## config.mk

```make
export PLATFORM = sky130hd
export DESIGN_NAME = id3v2_title_artist_extractor_unit
export DESIGN_NICKNAME = d
export VERILOG_FILES = /design/src/rtl/id3x_pkg.sv /design/src/rtl/id3v2_title_artist_extractor_unit.sv
export SDC_FILE = /design/constraint.sdc
export NUM_CORES = 1
export LEC_CHECK = 0
export ABC_AREA = 1
export BUFFER_PORTS_ARGS = -buffer_cell sky130_fd_sc_hd__buf_2
export CAP_MARGIN = 10
export CORE_MARGIN = 2
export CORE_UTILIZATION = 40
export DETAILED_ROUTE_END_ITERATION = 7
export GPL_ROUTABILITY_DRIVEN = 0
export PLACE_DENSITY = 0.59
export SLEW_MARGIN = 20
export SYNTH_ARGS = -nofsm -noshare
export SYNTH_HDL_FRONTEND = slang
export SYNTH_SLANG_ARGS = --single-unit
```

## constraint.sdc

```tcl
create_clock -name i_clk -period 4.1 [get_ports i_clk]
set_input_delay 1.025 -clock i_clk [delete_from_list [all_inputs] [get_ports i_clk]]
set_output_delay 1.025 -clock i_clk [all_outputs]
set_load 0.02 [all_outputs]
```

## src/rtl/id3x_pkg.sv

```systemverilog
// Package for the ID3v2 title/artist extractor: payload words, parse phases,
// result kinds, status codes and register indexes. No dependencies.
package id3x_pkg;

    typedef struct packed {
        logic [7:0] in_byte;
        logic       last_byte;
    } t_in_word;

    typedef struct packed {
        logic [1:0]  out_kind;
        logic [7:0]  text_byte;
        logic        text_end;
        logic [28:0] data_start;
        logic [1:0]  status;
        logic        done_res;
    } t_out_word;

    typedef enum logic [2:0] {
        PH_HEAD = 3'd0,
        PH_FHDR = 3'd1,
        PH_ENC  = 3'd2,
        PH_COPY = 3'd3,
        PH_IDLE = 3'd4
    } t_phase;

    localparam logic [1:0] KIND_TITLE  = 2'd0;
    localparam logic [1:0] KIND_ARTIST = 2'd1;
    localparam logic [1:0] KIND_REPORT = 2'd2;

    localparam logic [1:0] ST_OK      = 2'd0;
    localparam logic [1:0] ST_NO_TAG  = 2'd1;
    localparam logic [1:0] ST_OLD_VER = 2'd2;
    localparam logic [1:0] ST_SHORT   = 2'd3;

    localparam logic REG_TITLE_MAX  = 1'b0;
    localparam logic REG_ARTIST_MAX = 1'b1;

    localparam logic [7:0] MAX_RESET = 8'd40;

    localparam logic [23:0] ID_ID3  = 24'h494433;
    localparam logic [23:0] ID_TT2  = 24'h545432;
    localparam logic [31:0] ID_TIT2 = 32'h54495432;
    localparam logic [23:0] ID_TP1  = 24'h545031;
    localparam logic [31:0] ID_TPE1 = 32'h54504531;

    localparam logic [31:0] HDR_LEN = 32'd10;

    // result buffer: room for two results per accepted byte plus slack
    localparam int OBUF_DEPTH = 4;
    localparam int OBUF_AW    = 2;

endpackage

```

## src/rtl/id3v2_title_artist_extractor_unit.sv

```systemverilog
// Top level of the ID3v2 title/artist extractor: header check, frame walk,
// text copy and a small result buffer. Depends on id3x_pkg.
//
//  channel  | handshake                   | payload
//  ---------+-----------------------------+--------------------------------
//  input    | i_in_valid / o_in_ready     | i_in_word  (byte, last flag)
//  output   | o_out_valid / i_out_ready   | o_out_word (kind, text, report)
//  config   | psel/penable/pwrite, pready | paddr, pwdata, prdata
//
// One input word per cycle while o_in_ready is high. Each byte is parsed in the
// cycle it is accepted and its results (none or one, up to two on the last byte)
// go to a 4-word buffer. o_in_ready is high while two or more slots are free.
// Reset is synchronous, active low; it clears parse state and restores both
// max registers to 40. After a word with last_byte the parser starts over.
module id3v2_title_artist_extractor_unit (
    input  logic                 i_clk,
    input  logic                 i_rst_n,
    input  logic                 i_in_valid,
    output logic                 o_in_ready,
    input  id3x_pkg::t_in_word   i_in_word,
    output logic                 o_out_valid,
    input  logic                 i_out_ready,
    output id3x_pkg::t_out_word  o_out_word,
    input  logic                 psel,
    input  logic                 penable,
    input  logic                 pwrite,
    input  logic [2:0]           paddr,
    input  logic [31:0]          pwdata,
    output logic [31:0]          prdata,
    output logic                 pready
);
    import id3x_pkg::*;

    // config registers
    logic [7:0] r_title_max, r_artist_max;
    logic       cfg_wr;

    // parse state
    logic [31:0] r_pos, n_pos;
    logic [28:0] r_tag, n_tag;
    t_phase      r_phase, n_phase;
    logic [31:0] r_fs, n_fs;
    logic [31:0] r_flen, n_flen;
    logic [31:0] r_ident, n_ident;
    logic [7:0]  r_copy_left, n_copy_left;
    logic        r_field, n_field;
    logic [7:0]  r_major, n_major;
    logic [1:0]  r_hdr_st, n_hdr_st;

    // result buffer
    t_out_word          r_buf [OBUF_DEPTH];
    logic [OBUF_AW-1:0] r_wr, r_rd;
    logic [OBUF_AW:0]   r_cnt;

    logic        in_acc, pop, last;
    logic [7:0]  b;
    logic [31:0] off, fs_next, flen_m1;
    logic [32:0] fs_sum;
    logic        is_title, is_artist;
    logic [7:0]  lim, lim_c, cl;
    logic        v_text, v_hdr, v_fin, fin_short;
    logic [7:0]  t_byte;
    logic        t_end;
    logic [28:0] fin_ds;
    logic [1:0]  fin_st;
    t_out_word   w_text, w_hdr, w_fin, e0;
    logic        push0, push1;

    assign pready = 1'b1;
    assign cfg_wr = psel & penable & pwrite;
    assign prdata = (paddr[2] == REG_ARTIST_MAX) ? {24'd0, r_artist_max}
                                                 : {24'd0, r_title_max};

    always_ff @(posedge i_clk) begin
        if (!i_rst_n) begin
            r_title_max  <= MAX_RESET;
            r_artist_max <= MAX_RESET;
        end else if (cfg_wr) begin
            if (paddr[2] == REG_TITLE_MAX) r_title_max <= pwdata[7:0];
            else                           r_artist_max <= pwdata[7:0];
        end
    end

    assign o_in_ready  = (r_cnt <= (OBUF_AW+1)'(OBUF_DEPTH - 2));
    assign in_acc      = i_in_valid & o_in_ready;
    assign o_out_valid = (r_cnt != '0);
    assign pop         = o_out_valid & i_out_ready;
    assign o_out_word  = r_buf[r_rd];

    assign b    = i_in_word.in_byte;
    assign last = i_in_word.last_byte;

    // frame header bookkeeping
    assign off       = r_pos - r_fs;
    assign fs_sum    = {1'b0, r_fs} + {1'b0, HDR_LEN} + {1'b0, r_flen};
    assign fs_next   = fs_sum[32] ? '1 : fs_sum[31:0];
    assign is_title  = (r_ident[31:8] == ID_TT2) || (r_ident == ID_TIT2);
    assign is_artist = (r_ident[31:8] == ID_TP1) || (r_ident == ID_TPE1);
    assign lim       = is_title ? r_title_max : r_artist_max;
    assign lim_c     = (lim == 8'd0) ? 8'd0 : lim - 8'd1;
    assign flen_m1   = r_flen - 32'd1;
    assign cl        = (flen_m1 < {24'd0, lim_c}) ? flen_m1[7:0] : lim_c;

    always_comb begin
        n_pos       = r_pos;
        n_tag       = r_tag;
        n_phase     = r_phase;
        n_fs        = r_fs;
        n_flen      = r_flen;
        n_ident     = r_ident;
        n_copy_left = r_copy_left;
        n_field     = r_field;
        n_major     = r_major;
        n_hdr_st    = r_hdr_st;
        v_text      = 1'b0;
        v_hdr       = 1'b0;
        v_fin       = 1'b0;
        fin_short   = 1'b0;
        t_byte      = 8'd0;
        t_end       = 1'b0;
        fin_ds      = r_tag;
        fin_st      = r_hdr_st;
        if (in_acc) begin
            case (r_phase)
                PH_HEAD: begin
                    if (r_pos < 32'd3) n_ident = {r_ident[23:0], b};
                    if (r_pos == 32'd3) n_major = b;
                    // size bytes keep their top bits
                    if (r_pos >= 32'd6) n_tag = {r_tag[21:0], 7'd0} | {21'd0, b};
                    if (r_pos == 32'd9) begin
                        v_hdr = 1'b1;
                        if (r_ident[23:0] != ID_ID3) begin
                            n_hdr_st = ST_NO_TAG;
                            n_tag    = '0;
                            n_phase  = PH_IDLE;
                        end else if (r_major < 8'd3) begin
                            n_hdr_st = ST_OLD_VER;
                            n_phase  = PH_IDLE;
                        end else begin
                            n_hdr_st = ST_OK;
                            n_fs     = HDR_LEN;
                            n_phase  = (HDR_LEN < {3'd0, n_tag}) ? PH_FHDR : PH_IDLE;
                        end
                        n_ident = '0;
                    end
                end
                PH_FHDR: begin
                    // off wraps high while skipping the rest of a cut-short frame
                    if (off < 32'd4)      n_ident = {r_ident[23:0], b};
                    else if (off < 32'd8) n_flen  = {r_flen[23:0], b};
                    if (off == 32'd9) begin
                        n_copy_left = 8'd0;
                        if (is_title || is_artist) begin
                            n_field = ~is_title;
                            if (r_flen != 32'd0) n_copy_left = cl;
                        end
                        n_fs = fs_next;
                        if (r_flen == 32'd0)
                            n_phase = (fs_next < {3'd0, r_tag}) ? PH_FHDR : PH_IDLE;
                        else
                            n_phase = PH_ENC;
                    end
                end
                PH_ENC: begin
                    if (r_copy_left != 8'd0) n_phase = PH_COPY;
                    else n_phase = (r_fs < {3'd0, r_tag}) ? PH_FHDR : PH_IDLE;
                end
                PH_COPY: begin
                    v_text = 1'b1;
                    if (b == 8'd0) begin
                        t_end       = 1'b1;
                        n_copy_left = 8'd0;
                    end else begin
                        t_byte      = b;
                        t_end       = (r_copy_left <= 8'd1) | last;
                        n_copy_left = r_copy_left - 8'd1;
                    end
                    if (n_copy_left == 8'd0)
                        n_phase = (r_fs < {3'd0, r_tag}) ? PH_FHDR : PH_IDLE;
                end
                default: ;
            endcase
            n_pos     = r_pos + 32'd1;
            v_fin     = last & ~v_hdr;
            fin_short = (r_phase == PH_HEAD);
            fin_ds    = n_tag;
            fin_st    = n_hdr_st;
            if (last) begin
                n_pos       = '0;
                n_tag       = '0;
                n_phase     = PH_HEAD;
                n_fs        = HDR_LEN;
                n_flen      = '0;
                n_ident     = '0;
                n_copy_left = 8'd0;
                n_field     = 1'b0;
                n_major     = 8'd0;
                n_hdr_st    = ST_OK;
            end
        end
    end

    always_comb begin
        w_text = '{out_kind: r_field ? KIND_ARTIST : KIND_TITLE, text_byte: t_byte,
                   text_end: t_end, data_start: '0, status: ST_OK, done_res: 1'b0};
        w_hdr  = '{out_kind: KIND_REPORT, text_byte: 8'd0, text_end: 1'b0,
                   data_start: fin_ds, status: fin_st, done_res: last};
        w_fin  = '{out_kind: KIND_REPORT, text_byte: 8'd0, text_end: 1'b0,
                   data_start: fin_short ? 29'd0 : fin_ds,
                   status: fin_short ? ST_SHORT : fin_st, done_res: 1'b1};
        if (v_text)     e0 = w_text;
        else if (v_hdr) e0 = w_hdr;
        else            e0 = w_fin;
        push0 = v_text | v_hdr | v_fin;
        push1 = v_text & v_fin;
    end

    always_ff @(posedge i_clk) begin
        if (!i_rst_n) begin
            r_pos       <= '0;
            r_tag       <= '0;
            r_phase     <= PH_HEAD;
            r_fs        <= HDR_LEN;
            r_flen      <= '0;
            r_ident     <= '0;
            r_copy_left <= 8'd0;
            r_field     <= 1'b0;
            r_major     <= 8'd0;
            r_hdr_st    <= ST_OK;
            r_wr        <= '0;
            r_rd        <= '0;
            r_cnt       <= '0;
        end else begin
            r_pos       <= n_pos;
            r_tag       <= n_tag;
            r_phase     <= n_phase;
            r_fs        <= n_fs;
            r_flen      <= n_flen;
            r_ident     <= n_ident;
            r_copy_left <= n_copy_left;
            r_field     <= n_field;
            r_major     <= n_major;
            r_hdr_st    <= n_hdr_st;
            r_wr        <= r_wr + OBUF_AW'(push0) + OBUF_AW'(push1);
            if (pop) r_rd <= r_rd + OBUF_AW'(1);
            r_cnt       <= r_cnt + (OBUF_AW+1)'(push0) + (OBUF_AW+1)'(push1)
                           - (OBUF_AW+1)'(pop);
        end
    end

    // buffer payload, no reset
    always_ff @(posedge i_clk) begin
        if (push0) r_buf[r_wr] <= e0;
        if (push1) r_buf[r_wr + OBUF_AW'(1)] <= w_fin;
    end

`ifndef NO_ASSERTIONS
    a_cnt_bound: assert property (@(posedge i_clk) disable iff (!i_rst_n)
        r_cnt <= (OBUF_AW+1)'(OBUF_DEPTH))
        else $error("result buffer overfilled");

    a_last_restart: assert property (@(posedge i_clk) disable iff (!i_rst_n)
        (in_acc && i_in_word.last_byte) |=> (r_phase == PH_HEAD && r_pos == 32'd0))
        else $error("parser did not restart after last word");

    a_copy_nonzero: assert property (@(posedge i_clk) disable iff (!i_rst_n)
        (r_phase == PH_COPY) |-> (r_copy_left != 8'd0))
        else $error("copy phase with nothing left to copy");

    // frame start sits below the tag size here, so the sum cannot wrap
    a_fhdr_pos: assert property (@(posedge i_clk) disable iff (!i_rst_n)
        (r_phase == PH_FHDR) |-> (r_pos <= r_fs + 32'd9))
        else $error("byte position ran past frame header");

    a_kind_valid: assert property (@(posedge i_clk) disable iff (!i_rst_n)
        o_out_valid |-> (o_out_word.out_kind <= KIND_REPORT))
        else $error("bad result kind");
`endif

endmodule
```

==> flow_summary.toml <==
[global_route]
antenna_found_initial = 1
overflow = 0
grt_pass1_vias = 22200
grt_pass1_wl_um = 120000
grt_usage = 0.234
grt_start_max_net_pins = 66

[pwr]
pwr_density_cell_mw_per_mm2 = 434
comb_power_share = 0.344
power.switching_mw = 4.66
ir_drop_mv = 0.257
finalPower_mw = 12.5
p_int_mw = 7.89
switching_share = 0.371
p_leak_nw = 12.8
seq_power_share = 0.341
p_clk_frac = 0.315

[cts]
clkTransAtPathRegs_ps = 60
clock-sinks = 376
root_buffer = "clkbuf_16"
cts_tree = "done"
cts_buffers = 43
clk_path_buf_depth = 3
clock_latency_ps = 600
cts_hold_buf = 0
htree_levels = 2

[sta]
fmax_mhz = 252
hold_viol_final = 0
period_minus_slack_ps = 3970
rsz0062_at_grt = "yes"
hold_ws_ps = 453
fin_skew_ps = 21.5
tns_ps = 0
slew_headroom = 0.293
setup_slack_ps = 133
worstMarginPinSlew_ps = 1060
setup_violations = 0
min_period_over_period = 0.967
slew_viol_final = 0

[outcome]
status = "completed"

[critical_path]
required_ps = 4620
worst_setup_path_start_kind = "flop"
cp-end-kind = "flop"
max_stage_delay_ps = 430
cp_data_arrival_time_ps = 4490
crit_type = "reg -> reg"
crit_fanout = 4
cp_slowest_cell = "dfxtp_1"
cpMostUsedCell = "nand2_1"

[finish]
fin_cells = 4468
final_nets = 3870
fin_util = 0.470
fillCellCount = 6213
drive_above_1_share = 0.156
layout_common_cells = "nand2_1, nor2_1, inv_1, o21ai_0, dfxtp_1"
final_area_mm2 = 0.0289
diodes = 0
syn_to_final_growth_pct = 16.6
layout_commonest_cell = "nand2_1"

[synth]
ys_ff_latch = 376
yosys_warnings = 0
ys.flop_type = "dfxtp_1"
ys_seq_area_frac = 0.354
netlist_instances = 3457
synth-async-reset-ratio = 0
syn_area_per_cell_um2 = 7.17
synth_cell_type_count = 67
synth_edf_count = 124
synthesis.area_mm2 = 0.0248

[placement]
hpwl_um = 55600
preCtsSetupSlack_ps = -320
dpl_cell_area_mm2 = 0.0269
io_buffers = 77
dp.cells = 4378

[detailed_routing]
drc = 0
routedWlPerCell_um = 17.2
first_pass_iters = 7
vias = 23900
vias_per_cell = 5.35
ant_nets = 0
drt_iter0_drc = 1784
routed_wl_um = 77000

[floorplan]
start_util = 0.403
placementRows = 91
coreArea_mm2 = 0.0615
die_w_um = 253
io_pins = 129
die_h_um = 253
die_area_mm2 = 0.0640

[hold_path]
min_path_type = "reg -> reg"

[job]
drv_cap = 0
## flip-flops by register name (all words and copies together), names as in the netlist, named ones only
name and flops:
r_buf 172, r_flen 32, r_fs 32, r_ident 32, r_pos 32, r_tag 29, r_artist_max 8, r_copy_left 8
r_major 8, r_title_max 8, r_cnt 3, r_phase 3, r_hdr_st 2, r_rd 2, r_wr 2, r_field 1
## what timing repair did
item / CTS / global route
setup endpoints to repair: 10 / 12
cloned: 0 / 0
resized for setup: 24 / 113
setup buffers: 7 / 6
pin swaps: 13 / 51
endpoints found under the hold margin: 0 / 0
## area by class of cell
cell class              count  area, µm²  share of cell area
clock buffers              59       1250              0.0431
clock inverters            18        196             0.00679
inverters                 372       1400              0.0486
multi-input cells        2576      14300               0.494
flip-flops and latches    376       8780               0.304
well taps                 790        988              0.0342
repair buffers            277       2010              0.0694
## power groups by stage
stage               clock network, mW  logic [mW]  registers [mW]
finish                           3.95        4.31            4.28
global route                     4.15        4.79            4.31
CTS                              4.03        4.16            4.27
detailed placement                  0        4.11            4.35
global placement                    0        4.09            4.35
floorplan                           0        2.80            4.34
## critical path, delay by kind of cell (launching register included)
family / cells / cell delay, ps
AOI/OAI and AO/OA: 2 / 350
DFF: 1 / 430
buffers and inverters: 5 / 510
and+or+nand+nor: 20 / 1710
adders and majority gates: 3 / 890
## per-layer routing
layer,GRT usage,wire length (µm),up-vias
li1,-,-,12100
met1,0.321,35900,11100
met2,0.388,35600,626
met3,0.0284,3790,95
met4,0.0612,1650,0
met5,0,0,-
## cells in the mapped netlist (5+ instances only)
master | n | area, µm²
nand3_2 | 7 | 70.1
a21oi_1 | 221 | 1110
ha_1 | 168 | 2100
buf_2 | 19 | 95.1
nand2_2 | 15 | 93.8
o22ai_1 | 166 | 1040
o21ai_0 | 314 | 1570
inv_2 | 8 | 30.0
and3_1 | 5 | 31.3
o211ai_1 | 12 | 90.1
nand3_1 | 153 | 766
nor3_1 | 41 | 205
a221oi_1 | 16 | 140
clkinv_1 | 5 | 18.8
o211a_1 | 15 | 150
nand2_1 | 723 | 2710
a31oi_1 | 8 | 50.1
nor2_1 | 413 | 1550
nor4_1 | 28 | 175
buf_6 | 11 | 124
a211oi_1 | 7 | 52.6
edfxtp_1 | 124 | 3720
o21bai_1 | 10 | 75.1
nor2_4 | 6 | 67.6
a21oi_2 | 19 | 166
nand4_1 | 42 | 263
o21a_1 | 6 | 45.0
nand3b_1 | 5 | 37.5
nand2_4 | 5 | 56.3
clkbuf_1 | 93 | 349
nor2_2 | 21 | 131
buf_4 | 30 | 225
xor2_1 | 24 | 210
dfxtp_1 | 252 | 5040
inv_1 | 358 | 1340
or2_2 | 19 | 119
fa_1 | 5 | 100
o21ai_1 | 12 | 60.1
xnor2_1 | 14 | 123
a21o_1 | 6 | 45.0
## logic make-up after synthesis
family          count (synthesis)  synth area share
buf+inv                       528            0.0888
compound gates                842             0.196
flops                         376             0.354
simple gates                 1498             0.259
fa+ha+maj                     173            0.0888
other cells                     2          0.000303
xor+xnor                       38            0.0134
## path summary, 6_finish.rpt
| path | endpoint | cells after the start | start | slack, ps |
|---|---|---|---|---|
| min reg2reg | r_buf[2][41] | 2 | r_buf[2][41] | 450 |
| max | r_phase[2] | 30 | r_fs[15] | 130 |
| min | r_buf[2][41] | 2 | r_buf[2][41] | 450 |
| max reg2reg | r_phase[2] | 30 | r_fs[15] | 130 |
Note: power is estimated with default switching activity, not from simulation.
